`src/rtl/rmv_pkg.sv`:
```
// Shared types and constants for the running mean / variance block.
`default_nettype none
package rmv_pkg;

    localparam int CHANNELS_DEF = 64;

    // Operand widths of the shared serial units.
    localparam int MUL_MCAND_W = 64;
    localparam int MUL_MPLR_W  = 32;
    localparam int MUL_PROD_W  = 80;
    localparam int DIV_DVD_W   = 80;
    localparam int DIV_DVS_W   = 48;

    typedef struct packed {
        logic signed [15:0] sample;
        logic [5:0]         channel;
        logic [15:0]        sample_number;
    } in_word_t;

    typedef struct packed {
        logic [5:0]         channel_out;
        logic signed [31:0] mean;
        logic [47:0]        variance;
    } out_word_t;

    // Multiplier operand is left-aligned; steps = number of its bits used.
    typedef struct packed {
        logic [MUL_MCAND_W-1:0] mcand;
        logic [MUL_MPLR_W-1:0]  mplier;
        logic [5:0]             steps;
    } mul_req_t;

    // Dividend is left-aligned; steps = number of quotient bits produced.
    typedef struct packed {
        logic [DIV_DVD_W-1:0] dividend;
        logic [DIV_DVS_W-1:0] divisor;
        logic [6:0]           steps;
    } div_req_t;

    typedef struct packed {
        logic busy;
        logic done;
    } unit_stat_t;

endpackage
`default_nettype wire

```
`src/rtl/rmv_mul.sv`:
```
// Bit-serial shift-add multiplier, one multiplier bit per cycle, MSB first.
`default_nettype none
module rmv_mul (
    input  wire logic                                aclk,
    input  wire logic                                aresetn,
    input  wire logic                                start,
    input  wire rmv_pkg::mul_req_t                   req,
    output rmv_pkg::unit_stat_t                      stat,
    output logic [rmv_pkg::MUL_PROD_W-1:0]           prod
);
    logic [rmv_pkg::MUL_PROD_W-1:0]  acc_reg;
    logic [rmv_pkg::MUL_MCAND_W-1:0] mcand_reg;
    logic [rmv_pkg::MUL_MPLR_W-1:0]  mplier_reg;
    logic [5:0]                      cnt_reg;
    logic                            busy_reg;
    logic                            done_reg;
    logic [rmv_pkg::MUL_PROD_W-1:0]  addend;

    assign addend = mplier_reg[rmv_pkg::MUL_MPLR_W-1] ?
                    rmv_pkg::MUL_PROD_W'(mcand_reg) : '0;

    always_ff @(posedge aclk) begin
        if (!aresetn) begin
            busy_reg <= 1'b0;
            done_reg <= 1'b0;
            cnt_reg  <= '0;
        end else begin
            done_reg <= 1'b0;
            if (start) begin
                busy_reg <= 1'b1;
                cnt_reg  <= req.steps;
            end else if (busy_reg) begin
                cnt_reg <= cnt_reg - 6'd1;
                if (cnt_reg == 6'd1) begin
                    busy_reg <= 1'b0;
                    done_reg <= 1'b1;
                end
            end
        end
    end

    always_ff @(posedge aclk) begin
        if (start) begin
            acc_reg    <= '0;
            mcand_reg  <= req.mcand;
            mplier_reg <= req.mplier;
        end else if (busy_reg) begin
            acc_reg    <= {acc_reg[rmv_pkg::MUL_PROD_W-2:0], 1'b0} + addend;
            mplier_reg <= {mplier_reg[rmv_pkg::MUL_MPLR_W-2:0], 1'b0};
        end
    end

    assign stat.busy = busy_reg;
    assign stat.done = done_reg;
    assign prod      = acc_reg;
endmodule
`default_nettype wire

```
`config.mk`:
```
export PLATFORM = sky130hd
export DESIGN_NAME = rmv_mul
export DESIGN_NICKNAME = d
export VERILOG_FILES = /design/src/rtl/rmv_pkg.sv /design/src/rtl/rmv_mul.sv
export SDC_FILE = /design/constraint.sdc
export NUM_CORES = 1
export LEC_CHECK = 0
export BUFFER_PORTS_ARGS = -buffer_cell sky130_fd_sc_hd__buf_2
export CAP_MARGIN = 20
export CORE_ASPECT_RATIO = 0.75
export CORE_MARGIN = 5
export CORE_UTILIZATION = 35
export DETAILED_ROUTE_END_ITERATION = 16
export SLEW_MARGIN = 25
export SYNTH_ARGS = -nofsm -noshare
export SYNTH_HDL_FRONTEND = slang
export SYNTH_SLANG_ARGS = --single-unit
```
`constraint.sdc`:
```
create_clock -name aclk -period 3.45 [get_ports aclk]
set_clock_uncertainty 0.2 [all_clocks]
set_input_delay 0.69 -clock aclk [delete_from_list [all_inputs] [get_ports aclk]]
set_output_delay 0.69 -clock aclk [all_outputs]
set_load 0.005 [all_outputs]
```
Word-level counts from Yosys, hierarchy flattened. Index checks and enable logic that the tools add are counted.

Bits in registers: 184. Latch bits: 0. Bits in writable memories: 0. Bits in read-only memories: 0. Input port bits: 105. Memories kept: 0.

Add/sub/neg operators: 2. Multiply operators: 0. Div/mod/pow operators: 0. Order comparisons: 0. Equal/unequal tests: 1. Shifts and indexed selects: 0. Mux-type cells: 9. Bitwise operators: 2. Reductions and logical operators: 2.

Operator list (number): adder 80 x 64 -> 80 bit (1); two-way mux 32 bit (2); two-way mux 64 bit (1); two-way mux 6 bit (2); equality test 6 x 1 -> 1 bit, second input constant (1); subtractor 6 x 1 -> 6 bit, second input constant (1); two-way mux 1 bit (4); OR reduction 3 bit (1); NOT 1 bit (2); nonzero test 2 bit (1).

Longest topological paths before layout.
Depth in word-level cells: 4. Mapped depth: 16. Gate-level depth less buffers: 13.

Least setup slack after synthesis. No wires, ideal clock.

Kind: reg2reg. From: reg mplier_reg[31] in the netlist's numbering. To: reg acc_reg, in the netlist prod[75]. Library setup time: 0.112 ns. Arrival time: 3.167 ns. Required time: 3.138 ns. Slack: -0.029 ns. Cell stages (with the launch flop): 17. Buffers on the path: 3. Clock period less this slack: 3.479 ns. Cell sequence: edfxtp_1 clkbuf_1 clkbuf_1 and2_1 ha_1 inv_1 fa_1 nand2b_1 a21oi_2 o21a_1 o2111ai_2 a21oi_1 or3_1 buf_6 o21a_4 o2111a_1 a2111oi_1.

Longest elaborated chain between the ends: 2.

RTL lines: start: declaration (line rmv_mul.sv:13) `logic [rmv_pkg::MUL_MPLR_W-1:0] mplier_reg;`; start signal: assignment (line rmv_mul.sv:46) `mplier_reg <= req.mplier;`; start signal: assignment (line rmv_mul.sv:49) `mplier_reg <= {mplier_reg[rmv_pkg::MUL_MPLR_W-2:0], 1'b0};`; two-way mux 64 bit (line rmv_mul.sv:19) `assign addend = mplier_reg[rmv_pkg::MUL_MPLR_W-1] ?`; adder 80 x 64 -> 80 bit (line rmv_mul.sv:48) `acc_reg <= {acc_reg[rmv_pkg::MUL_PROD_W-2:0], 1'b0} + addend;`; end signal: assignment (line rmv_mul.sv:48); end: declaration (line rmv_mul.sv:11) `logic [rmv_pkg::MUL_PROD_W-1:0] acc_reg;`.

Every way passes these cells. A chain may end at the register's enable or synchronous reset.

Worst setup path after layout.
From: reg mplier_reg[31] in the netlist's numbering. To: reg acc_reg, in the netlist prod[46].

The elaborated chain is that of the path after synthesis.

==> flow_summary_export.csv <==
group,metric,value,unit
yosys,yosysMostFrequentCell,"nand2_1",
yosys,synth_warnings,0,
die,core.rowCount,56,
global_routing,grt.total_usage,0.202,
power_and_ir_drop,irDropWorstVdd,364,uV
run_status,outcome,"complete, but fails checks",
clocking,cts_buffer_depth,2,
global_routing,grt_first_pass_wirelength,56800,um
timing,fin_crit_sh,1.03,
detailed_routing,post_drt_wl_per_cell,19.2,um
critical_path,crit_fanout,7,
global_routing,antenna_found_initial,0,
critical_path,worstSetupEndpointType,"flop",
yosys,synth_area_per_cell,9.41,sq um
detailed_routing,drt_pre_antenna_iters,5,
detailed_routing,drc,0,
yosys,synth_fp_nets,1353,
timing,fmax,281,MHz
global_routing,overflow,0,
yosys,yosysTopAreaCell,"edfxtp_1",
flow_run,max_cap_viol_count,0,
timing,post-route-min-period,3.56,ns
timing,hold_viol,0,
die,core_area,0.0313,sq mm
finish,diodes,0,
detailed_routing,num_vias,10324,
place,dp_hpwl,27100,um
place,placed_cells,1878,
die,start_util,0.355,
critical_path,crit_type,"reg -> reg",
finish,instances_no_fill,1930,
yosys,synth_area,0.0111,sq mm
place,portBuffers,186,
finish,largest_reg_flops,80,
finish,syn_to_final_growth,39.4,%
critical_path,critPathMostFrequentCell,"buf_6",
critical_path,arrival,3.69,ns
yosys,synth_edf_count,96,
yosys,ys_seq_area_frac,0.418,
yosys,async_flop_share,0,
critical_path,critical_path.cell_chain,"buf_6, buf_12, buf_8, and2_4, ha_4, buf_6, nand4_1, or4_4, buf_6, o41ai_4, a21oi_4, o21bai_1, xor2_1, a22o_1",
finish,drive_gt1_frac,0.397,
global_routing,grt_pass1_vias,10027,
global_routing,grt_max_degree,53,
timing,rsz0062_at_grt,"yes",
timing,slew_violations,0,
detailed_routing,drt_iter0_drc,786,
die,die_h,164,um
finish,fin_nets,1682,
clocking,cts_buffers,17,
timing,tightestPinTransition,0.749,ns
place,place.gp.congestion,0.936,
timing,setup_viol,11,
die,fp.dieW,216,um
die,design.die.area,0.0355,sq mm
clocking,root_buffer,"clkbuf_16",
yosys,ys_ff_latch,184,
power_and_ir_drop,power.total,0.00635,W
yosys,ys_types,83,
yosys,syn_inst,1182,
yosys,netlist_top_cells_count,"103 x nand2_1, 100 x nor2_1, 96 x edfxtp_1",
timing,finalWorstSetupSlack,-0.107,ns
detailed_routing,ant_nets,0,
hold_path,worstHoldPathType,"in -> reg",
clocking,clock_latency,0.46,ns
clocking,cts_tree,"done",
power_and_ir_drop,p_leak,6.59,nW
yosys,yosys.area.top_type_share,0.259,
detailed_routing,vias_per_cell,5.35,
critical_path,max_stage_delay,0.59,ns
clocking,cts_sinks,184,
yosys,synth_area_leaders,"edfxtp_1 26%, dfxtp_1 16%, ha_1 7.3%",
die,pin_count,187,
critical_path,slowest_stage,"or4_4",
run_status,violations,"setup timing",
clocking,cts_max_level,4,
clocking,clkSlewWorstSetupHoldPaths,0.08,ns
critical_path,required,3.59,ns
critical_path,crit_path_start_kind,"flop",
detailed_routing,routed_wl,37100,um
timing,relSlewSlack,0.497,
power_and_ir_drop,power_density,409,mW/mm^2
yosys,synth_ff_type,"edfxtp_1",
[metal layers]
| metal | GRT usage | wire length [um] |
|---|---|---|
| met5 | 0 | 0 |
| met4 | 0.0544 | 718 |
| met3 | 0.0383 | 2570 |
| met2 | 0.289 | 15200 |
| met1 | 0.311 | 18500 |
[cell usage in the layout (no fill, tap or decap), types with 9 or more instances in the layout]
master and n:
xor2_1 33, nand2b_1 9, clkbuf_16 18, buf_6 15, o21bai_1 10, xnor2_1 25
ha_4 35, and2_1 64, a211oi_1 9, dfxtp_1 87, inv_1 23, a21o_1 38
o21ai_0 48, buf_4 166, a21oi_1 63, and3_1 11, ha_1 25, nand4_1 26
o21ai_1 23, nand3_1 16, mux2_2 31, edfxtp_1 96, buf_2 185, nor2_1 97
o21a_1 11, mux2i_1 20, a21oi_2 30, nor3_1 10, nand2_1 98, o211ai_1 12
[worst max-delay path, delay by kind of cell (launching register included)]
kind	cells	cell delay (ns)
xor gates and xnor gates	1	0.10
AOI/OAI and AO/OA	4	0.93
and+or+nand+nor	3	0.85
buffers and inverters	5	0.68
adders and majority gates	1	0.28
DFF	1	0.38
[worst paths after layout]
path              slack [ns]           end  depth (start not counted)      startpoint
hold reg to reg         0.27      prod[50]                          2        prod[50]
hold / removal          0.20  mcand_reg[1]                          1         req[39]
setup reg to reg       -0.11      prod[46]                         14  mplier_reg[31]
setup / recovery       -0.11      prod[46]                         14  mplier_reg[31]
[kinds of logic (layout without fill, tap and decap cells)]
family | Yosys count | count (layout) | share of synthesized area
and+or+nand+nor | 389 | 389 | 0.172
xor gates and xnor gates | 64 | 64 | 0.0504
buffers and inverters | 87 | 429 | 0.0337
AOI/OAI and AO/OA | 341 | 341 | 0.202
adders and majority gates | 66 | 66 | 0.0749
muxes | 51 | 51 | 0.0494
DFF | 184 | 184 | 0.418
[through the flow]
step                      TNS [ns]  cell area (sq um)  worst slack (ns)  hold slack (ns)  utilization
after CTS                   -0.299              14900           -0.0548            0.175        0.475
after floorplan                  0              11100            0.0142            0.259            -
after global placement       -2.42              13600            -0.218            0.259        0.433
final                       -0.466              15500            -0.107            0.203        0.495
after detailed placement     -4.06              13600            -0.289            0.267        0.433
after global routing         -2.81              15500            -0.205            0.183        0.495
[layout make-up]
type	count	area (sq um)
Fill cell	2901	15800
Multi-Input combinational cell	911	7180
Sequential cell	184	4650
Tap cell	406	508
Clock buffer	17	425
Inverter	24	90.1
Timing Repair Buffer	373	2490
Clock inverter	15	163
[where the power goes]
part | internal [W] | switching [W] | total [W]
sequential | 0.00250 | 0.000132 | 0.00263
combinational | 0.000826 | 0.000874 | 0.00170
clock | 0.00108 | 0.000935 | 0.00202
[timing repair]
item / CTS / global route
cloned: 2 / 1
endpoints found under the setup margin: 34 / 51
buffers inserted: 9 / 9
pin swaps: 33 / 61
gates resized for setup: 101 / 119
hold buffers: 0 / 0
Power figures use the tool's default switching activity.
