$ cat config.mk
export PLATFORM = sky130hd
export DESIGN_NAME = rmv_div
export DESIGN_NICKNAME = d
export VERILOG_FILES = /design/src/rtl/rmv_pkg.sv /design/src/rtl/rmv_div.sv
export SDC_FILE = /design/constraint.sdc
export NUM_CORES = 1
export LEC_CHECK = 0
export BUFFER_PORTS_ARGS = -buffer_cell sky130_fd_sc_hd__buf_4
export CAP_MARGIN = 30
export CORE_MARGIN = 2
export CORE_UTILIZATION = 50
export DETAILED_ROUTE_END_ITERATION = 8
export GPL_ROUTABILITY_DRIVEN = 0
export PLACE_DENSITY = 0.73
export SKIP_LAST_GASP = 1
export SYNTH_ARGS = -nofsm -noshare
export SYNTH_HDL_FRONTEND = slang
export SYNTH_SLANG_ARGS = --single-unit
export TNS_END_PERCENT = 30
$ cat constraint.sdc
create_clock -name aclk -period 4.1 [get_ports aclk]
set_input_delay 0.41 -clock aclk [delete_from_list [all_inputs] [get_ports aclk]]
set_output_delay 0.41 -clock aclk [all_outputs]
set_load 0.02 [all_outputs]
$ cat src/rtl/rmv_pkg.sv
// Shared types and constants for the running mean / variance block.
`default_nettype none
package rmv_pkg;

    localparam int CHANNELS_DEF = 64;

    // Operand widths of the shared serial units.
    localparam int MUL_MCAND_W = 64;
    localparam int MUL_MPLR_W  = 32;
    localparam int MUL_PROD_W  = 80;
    localparam int DIV_DVD_W   = 80;
    localparam int DIV_DVS_W   = 48;

    typedef struct packed {
        logic signed [15:0] sample;
        logic [5:0]         channel;
        logic [15:0]        sample_number;
    } in_word_t;

    typedef struct packed {
        logic [5:0]         channel_out;
        logic signed [31:0] mean;
        logic [47:0]        variance;
    } out_word_t;

    // Multiplier operand is left-aligned; steps = number of its bits used.
    typedef struct packed {
        logic [MUL_MCAND_W-1:0] mcand;
        logic [MUL_MPLR_W-1:0]  mplier;
        logic [5:0]             steps;
    } mul_req_t;

    // Dividend is left-aligned; steps = number of quotient bits produced.
    typedef struct packed {
        logic [DIV_DVD_W-1:0] dividend;
        logic [DIV_DVS_W-1:0] divisor;
        logic [6:0]           steps;
    } div_req_t;

    typedef struct packed {
        logic busy;
        logic done;
    } unit_stat_t;

endpackage
`default_nettype wire

$ cat src/rtl/rmv_div.sv
// Radix-2 restoring divider, one quotient bit per cycle.
`default_nettype none
module rmv_div (
    input  wire logic                        aclk,
    input  wire logic                        aresetn,
    input  wire logic                        start,
    input  wire rmv_pkg::div_req_t           req,
    output rmv_pkg::unit_stat_t              stat,
    output logic [rmv_pkg::DIV_DVD_W-1:0]    quot
);
    localparam int DW = rmv_pkg::DIV_DVD_W;
    localparam int VW = rmv_pkg::DIV_DVS_W;

    logic [DW-1:0] dvd_reg;
    logic [DW-1:0] q_reg;
    logic [VW-1:0] dvs_reg;
    logic [VW-1:0] rem_reg;
    logic [6:0]    cnt_reg;
    logic          busy_reg;
    logic          done_reg;
    logic [VW:0]   trial;
    logic [VW:0]   diff;
    logic          fits;

    assign trial = {rem_reg, dvd_reg[DW-1]};
    assign diff  = trial - {1'b0, dvs_reg};
    assign fits  = trial >= {1'b0, dvs_reg};

    always_ff @(posedge aclk) begin
        if (!aresetn) begin
            busy_reg <= 1'b0;
            done_reg <= 1'b0;
            cnt_reg  <= '0;
        end else begin
            done_reg <= 1'b0;
            if (start) begin
                busy_reg <= 1'b1;
                cnt_reg  <= req.steps;
            end else if (busy_reg) begin
                cnt_reg <= cnt_reg - 7'd1;
                if (cnt_reg == 7'd1) begin
                    busy_reg <= 1'b0;
                    done_reg <= 1'b1;
                end
            end
        end
    end

    always_ff @(posedge aclk) begin
        if (start) begin
            dvd_reg <= req.dividend;
            dvs_reg <= req.divisor;
            rem_reg <= '0;
            q_reg   <= '0;
        end else if (busy_reg) begin
            dvd_reg <= {dvd_reg[DW-2:0], 1'b0};
            q_reg   <= {q_reg[DW-2:0], fits};
            // remainder stays below the divisor, so it fits in VW bits
            rem_reg <= fits ? diff[VW-1:0] : trial[VW-1:0];
        end
    end

    assign stat.busy = busy_reg;
    assign stat.done = done_reg;
    assign quot      = q_reg;
endmodule
`default_nettype wire

# After elaboration in Yosys (flattened, before gate mapping)
# Cells that the tools add are included.
[word_totals]
out_inout_bits = 82
reg_bits = 265
[classes]
add_sub_neg = 2
magnitude_cmp = 1
eq_ne = 1
n_bitwise = 2
mux = 9
n_reduce_logical = 2
[ops]
columns = ["operator", "count"]
rows = [
  ["$mux 80", 2],
  ["$ge 49x48->1", 1],
  ["$mux 48", 1],
  ["$sub 48x48->48", 1],
  ["$mux 7", 2],
  ["$eq 7x1->1 const B", 1],
  ["$sub 7x1->7 const B", 1],
  ["$mux 1", 4],
  ["$reduce_or 3->1", 1],
  ["$not 1->1", 2],
  ["$reduce_bool 2->1", 1],
]

# Logic depth before layout (Yosys ltp)
# Gate-level depths: netlist of run 1.
[logic_depth]
depth_word = 4
depth_mapped = 15
depth_no_buf = 13

# Least setup slack after synthesis of run 1
# No wires, ideal clock.
[synth_timing]
path_kind = "input -> register"
from = "in start"
to = "reg dvd_reg[0], enable pin"
path_slack_ps = 956
setup_time_ps = 434
arrival_ps = 2711
path_stages = 4
required_time_ps = 3666
cell_sequence = "clkbuf_1 > clkbuf_1 > nor2_1 > inv_1"
[synth_between]
elab_chain_cells = 1
[synth_lines]
columns = ["item", "line_no", "rtl"]
rows = [
  ["from (decl)", "rmv_div.sv:6", "input wire logic start,"],
  ["$reduce_bool 2->1 (no source line)", "n/a", ""],
  ["to (signal assigned)", "rmv_div.sv:51", "dvd_reg <= req.dividend;"],
  ["to (signal assigned)", "rmv_div.sv:56", "dvd_reg <= {dvd_reg[DW-2:0], 1'b0};"],
  ["to (decl)", "rmv_div.sv:14", "logic [DW-1:0] dvd_reg;"],
]
# No other way between the ends.
# A chain may end at the register's enable or synchronous reset.

# Final worst setup path of run 1
[layout_timing]
from = "reg dvs_reg[28]"
to = "reg rem_reg[38]"
[layout_between]
elab_chain_cells = 2
elab_cells_between_ends = 3
classes_between = "1 x add/sub; 1 x order compare; 1 x mux"
[layout_lines]
columns = ["item", "line_no", "rtl"]
rows = [
  ["from (decl)", "rmv_div.sv:16", "logic [VW-1:0] dvs_reg;"],
  ["from (signal assigned)", "rmv_div.sv:52", "dvs_reg <= req.divisor;"],
  ["$sub 48x48->48 or $ge 49x48->1 (tied branches)", "rmv_div.sv:26, rmv_div.sv:27", ""],
  ["$mux 48 *", "rmv_div.sv:59", "rem_reg <= fits ? diff[VW-1:0] : trial[VW-1:0];"],
  ["to (signal assigned)", "rmv_div.sv:59", ""],
  ["to (decl)", "rmv_div.sv:17", "logic [VW-1:0] rem_reg;"],
]
# Mark *: on every way between the ends. The rest lies on a longest branch, timed or not.

==> metrics.cfg, run 1 <==
[power]
total_power_uw=6740
leakage_uw=0.00701
vdd_drop_max_v=0.000390
power_density_mw_per_mm2=420

[placement]
port_buffers=219
place_ws_ns=0.424
dp_hpwl_mm=20.7

[cts]
cts.sinks=265
clk_latency_ns=0.55
cts_tree=yes
cts_root_buffer=clkbuf_16
cts_made_buffers=28
cts_hold_buf=0
cts.path.max_buffers=3
cts_setup_buffers=0
cts_resized=0
clkTransAtPathRegs_ns=0.06
htreeDepth=1

[cells_and_area]
area.growth.synth_to_final_pct=21.6
antennaDiodeCount=0
nFillCells=2169
drive_gt1_share_pct=25.5
finalNetCount=1612

[timing]
finalCriticalPeriod_ns=3.70
slew_headroom_pct=43.7
timing.fmax_mhz=270
finalHoldViolations=0
slew_violations=0
rsz0062_at_grt=no
finalWorstSetupSlack_ns=0.396
holdWs_ns=0.0352
setup_violations=0
fin_skew_ns=0.0149
fin_crit_sh_pct=90.3
tightest_slew_ns=0.845
fin_tns_setup_ns=0

[floorplan]
die_h_microns=166
core_area_sq_mm=0.0260
die_w_microns=166
num_rows=59
ios=220
start_util_pct=50.8
die_area_sq_mm=0.0277

[yosys]
synthArstFlopShare_pct=0
ys_ff_latch=265
ys.warnings.count=0
avgSynthCellArea_sq_um=10.7
synth.distinct_cells=68
synth_ff_type=dfxtp_1
syn_area_sq_mm=0.0132
netlist.area_leader.share_pct=29.1
syn_inst=1233
synth_edf_count=128
yosys.area.top_type=edfxtp_1
ys_seq_area_share_pct=49.9
synth.area.top_cells=edfxtp_1 (29%), dfxtp_1 (21%), mux2i_1 (8.8%)
syn_nets=1422

[detailed_routing]
vias=9725
drc=0
avgRoutedWirePerCell_microns=16.5
drt_iter0_drc=577
routed_wl_mm=29.3
antenna_left=0
drt_first_pass_iters=5
vias_per_cell=5.46

[grt]
grt_max_degree=182
grt_pass1_wl_mm=47.9
antenna_found_initial=0
gr-usage-all-layers_pct=20.6
overflow=0
grt_pass1_vias=9600

[worst_setup_path]
cp_max_fo=14
arrival_ns=4.09
worstSetupStartpointType=flop
worstPathRequired_ns=4.48
end_kind=flop
critPathKind=reg2reg

[hold_path]
hp-class=in2reg

[run]
cap_violations=0

[outcome]
outcome=finished, final reports clean

kinds of logic (layout without fill, tap and decap cells):
logic type,count (synthesis),in the layout,synth area share (%)
buffers and inverters,129,341,3.97
multiplexers,196,196,15.6
AND/OR/NAND/NOR,318,318,11.0
AO/OA/AOI/OAI,229,229,11.7
flip-flops,265,265,49.9
adder cells (fa/ha/maj),51,51,4.89
XOR/XNOR,45,45,2.99
stage by stage:
stage,instances,cell area (sq um),util (%)
floorplan,1233,13200,-
global placement,1726,15100,57.9
detailed placement,1727,15100,58.0
CTS,1779,16000,61.7
global route,1780,16100,61.8
finish,1780,16100,61.8
path summary, 6_finish.rpt:
check / startpoint / to / slack (ns) / cells after the start
setup / recovery: dvs_reg[28] / rem_reg[38] / 0.40 / 14
hold / removal: req[52] / dvs_reg[45] / 0.04 / 1
setup reg to reg: dvs_reg[28] / rem_reg[38] / 0.40 / 14
hold reg to reg: rem_reg[41] / rem_reg[41] / 0.48 / 2
cell usage in the layout, fill, tap and decap left out, drive strengths merged, types with 4 or more instances in the layout:
cell type  netlist  layout
buf             23     230
nor2           164     164
dfxtp          137     137
edfxtp         128     128
mux2i          116     116
mux2            80      80
a21oi           70      70
inv             58      61
nand2           52      52
ha              50      50
a211oi          42      42
clkbuf          47      39
o21ai           29      29
a21o            28      28
xnor2           27      27
xor2            18      18
nand3           15      15
nor3            15      15
nand4           13      13
and3            11      11
clkinv           1      10
o21a             8       8
nor2b            8       8
o21bai           6       6
a2111oi          6       6
a31oi            5       5
or2              5       5
nor4             5       5
nand2b           5       5
nand3b           4       4
and2             4       4
o31ai            4       4
a32oi            4       4
cell type report:
class                           count  area [sq um]  share of cell area (%)
Clock buffer                       39           867                    5.40
Clock inverter                     13          85.1                   0.530
Inverter                           59           221                    1.38
Multi-Input combinational cell    839          6090                    37.9
Sequential cell                   265          6590                    41.1
Tap cell                          335           419                    2.61
Timing Repair Buffer              230          1780                    11.1
synth_stat cells, types with 11 or more instances:
cell	instances
clkbuf_1	47
xnor2_1	27
inv_1	58
nand3_1	15
nand2_1	52
nor3_1	15
a21oi_1	68
a21o_1	28
xor2_1	18
dfxtp_1	137
o21ai_0	25
mux2_2	80
mux2i_1	116
nand4_1	13
edfxtp_1	128
a211oi_1	41
nor2_1	164
ha_1	50
and3_1	11
layer usage:
| metal | vias up | global-route usage [%] | part of all wire (%) |
|---|---|---|---|
| li1 | 4858 | - | - |
| met1 | 4563 | 27.0 | 44 |
| met2 | 252 | 33.1 | 46 |
| met3 | 52 | 5.99 | 7.5 |
| met4 | 0 | 6.45 | 3.1 |
| met5 | - | 0 | 0 |
power by group:
part	internal, uW	leakage [uW]	switching [uW]
Clock	1480	0.000472	1070
Combinational	524	0.00415	615
Sequential	2970	0.00239	72.9
Total	4980	0.00701	1760
critical path, stage by stage (launching register included):
cell       delay, ns
edfxtp_1        0.34
inv_1           0.05
ha_1            0.38
a21o_1          0.22
a31oi_1         0.20
nor2_1          0.07
a2111o_1        0.37
a22o_1          0.26
a21oi_2         0.16
a21oi_2         0.13
a2111oi_4       0.46
buf_4           0.29
buf_4           0.28
mux2i_1         0.24
a211oi_1        0.10
Power figures use the tool's default switching activity.
==> run 2: changes to the inputs <==
--- a/config.mk
+++ b/config.mk
@@ -5,6 +5,7 @@
 export SDC_FILE = /design/constraint.sdc
 export NUM_CORES = 1
 export LEC_CHECK = 0
+export ABC_AREA = 1
 export BUFFER_PORTS_ARGS = -buffer_cell sky130_fd_sc_hd__buf_4
 export CAP_MARGIN = 30
 export CORE_MARGIN = 2
==> metrics.cfg, run 2 <==
[outcome]
outcome=finished, final reports clean

[yosys]
netlist.area_leader.share_pct=26.9  ; -2.2 points
ys_top_cells_by_count=nand2_1 (817), inv_1 (349), dfxtp_1 (137), edfxtp_1 (128), nor2_1 (87)
avgSynthCellArea_sq_um=7.23  ; -33%
synthArstFlopShare_pct=0  ; unchanged
synth_edf_count=128  ; unchanged
syn_area_sq_mm=0.0143  ; +8.1%
syn_inst=1975  ; +60%
ys_seq_area_share_pct=46.1  ; -3.7 points
post-synth-top-count-cell=nand2_1
synth_ff_type=dfxtp_1
ys_ff_latch=265  ; unchanged
syn_nets=2164  ; +52%
synth.distinct_cells=38  ; -44%
synth.area.top_cells=edfxtp_1 (27%), nand2_1 (21%), dfxtp_1 (19%)
ys.warnings.count=0  ; unchanged
yosys.area.top_type=edfxtp_1

[grt]
overflow=0  ; unchanged
antenna_found_initial=0  ; unchanged
gr-usage-all-layers_pct=24.5  ; +3.9 points
grt_pass1_vias=12500  ; +31%
grt_max_degree=86  ; -53%
grt_pass1_wl_mm=61.3  ; +28%

[detailed_routing]
antenna_left=0  ; unchanged
routed_wl_mm=37.4  ; +28%
drt_iter0_drc=986  ; +71%
drt_first_pass_iters=6  ; +1
avgRoutedWirePerCell_microns=14.6  ; -12%
drc=0  ; unchanged
vias=12900  ; +33%
vias_per_cell=5.02  ; -8.1%

[cts]
cts_root_buffer=clkbuf_16
clk_latency_ns=0.56  ; about the same
cts.sinks=265  ; unchanged
clkTransAtPathRegs_ns=0.06  ; about the same
cts_made_buffers=27  ; -3.6%
htreeDepth=1  ; unchanged
cts_tree=yes
cts.path.max_buffers=3  ; unchanged

[cells_and_area]
nFillCells=2634  ; +21%
antennaDiodeCount=0  ; unchanged
area.growth.synth_to_final_pct=19.6
postLayoutCellArea_sq_mm=0.0171  ; +6.3%
final_common_cell=nand2_1
final_cell_mix=nand2_1 (816), inv_1 (349), buf_4 (230), dfxtp_1 (137), edfxtp_1 (128)
finalNetCount=2362  ; +47%
stdcell_count=2572  ; +44%
drive_gt1_share_pct=12.7  ; -13 points

[run]
cap_violations=0  ; unchanged

[timing]
tightest_slew_ns=0.985  ; +0.141 ns
finalCriticalPeriod_ns=3.05  ; -0.651 ns
finalWorstSetupSlack_ns=1.05  ; +0.651 ns
fin_tns_setup_ns=0  ; unchanged
fin_skew_ns=0.0134  ; -0.00150 ns
fin_crit_sh_pct=74.4  ; -16 points
setup_violations=0  ; unchanged
finalHoldViolations=0  ; unchanged
slew_violations=0  ; unchanged
rsz0062_at_grt=no
timing.fmax_mhz=328  ; +21%
slew_headroom_pct=34.2  ; -9.5 points

[floorplan]
core_area_sq_mm=0.0279  ; +7.5%
num_rows=61  ; +3.4%
die_w_microns=173  ; +3.9%
ios=220  ; unchanged
die_area_sq_mm=0.0299  ; +7.9%
start_util_pct=51.1  ; +0.29 points
die_h_microns=173  ; +3.9%

[power]
power_density_mw_per_mm2=340  ; -19%
vdd_drop_max_v=0.000303  ; -22%
leakage_uw=0.00864  ; +23%
total_power_uw=5800  ; -14%

[worst_setup_path]
reg2reg_from=dvs_reg[8]
cp_max_fo=26  ; +12
critPathKind=reg2reg
r2r_slack_ns=1.05  ; +0.65 ns
crit_end=rem_reg[24]
r2r_end=rem_reg[24]
worstPathRequired_ns=4.55  ; +0.07 ns
arrival_ns=3.50  ; -0.59 ns
critPathLaunch=dvs_reg[8]
r2r_cells=15  ; +1
worstSetupStartpointType=flop
end_kind=flop

[hold_path]
hp-class=in2reg

[placement]
port_buffers=219  ; unchanged
dp.cells=2519  ; +46%
place_ws_ns=1.05  ; +0.623 ns
dp_hpwl_mm=27.3  ; +32%
placed_area_sq_mm=0.0162  ; +7.7%

[run 2: changes by cell type after synthesis, sizes merged, moves of 30 or more]
cell,before,now
nand3,15,79
a211oi,42,0
nand2,52,818
mux2i,116,0
mux2,80,0
nand4,13,56
inv,58,353
nor2,164,88
a21oi,70,40
o22ai,2,78
[run 2: power breakdown]
| group | internal [uW] | switching (uW) |
|---|---|---|
| combinational | 220 | 343 |
| sequential | 2930 | 40.2 |
| clock | 1240 | 1030 |
[run 2: worst max-delay path, cell delays in order, from the launching register on]
cell and delay, ns:
edfxtp_1 0.32, inv_1 0.04, ha_1 0.34, nand2_1 0.18
inv_1 0.08, a21oi_1 0.20, nand3_1 0.23, nand2_1 0.12
nand2_1 0.14, nand3_2 0.13, nand3_2 0.43, buf_4 0.43
nand2_1 0.11, nand2_1 0.05, nand2_1 0.06, nand2_1 0.06
[run 2: timing repair]
action,4_1_cts,5_1_grt
hold endpoints to repair,3,0
resized for setup,0,0
buffers inserted,0,0
hold buffers,3,0
[run 2: cell families after synthesis]
family,share of synthesized area [%]
xor gates and xnor gates,1.60
buffers and inverters,11.2
and+or+nand+nor,30.2
DFF,46.1
AOI/OAI and AO/OA,6.32
adders and majority gates,4.52
[run 2: area by class of cell]
| cell class | count | area [sq um] | area share (%) |
|---|---|---|---|
| flip-flops and latches | 265 | 6590 | 38.6 |
| multi-input cells | 1291 | 6090 | 35.7 |
| repair buffers | 234 | 1780 | 10.5 |
| inverters | 354 | 1330 | 7.80 |
| clock buffers | 38 | 727 | 4.26 |
| well taps | 378 | 473 | 2.77 |
| clock inverters | 12 | 68.8 | 0.403 |
[run 2: worst min-delay path by stage]
stage,slack [ns],depth (start not counted),startpoint,endpoint
2_1_floorplan,0.45,2,rem_reg[10],rem_reg[10]
3_3_place_gp,0.44,2,quot[79],quot[79]
3_5_place_dp,0.46,2,rem_reg[9],rem_reg[9]
4_1_cts,0.002,1,req[44],dvs_reg[37]
5_1_grt,0.006,1,req[17],dvs_reg[10]
6_report,0.02,1,req[54],dvs_reg[47]
[run 2: layer usage]
layer	global-route usage (%)	routed length, microns
met1	31.0	15800
met2	39.1	16400
met3	8.22	3780
met4	9.00	1480
met5	0	0
[run 2: stage by stage]
step / util, % / hold slack, ns
after detailed placement: 58.1 / 0.461
after CTS: 61.1 / 0.00166
final: 61.1 / 0.0222
after global routing: 61.1 / 0.00591
after global placement: 58.0 / 0.443
after floorplan: - / 0.448
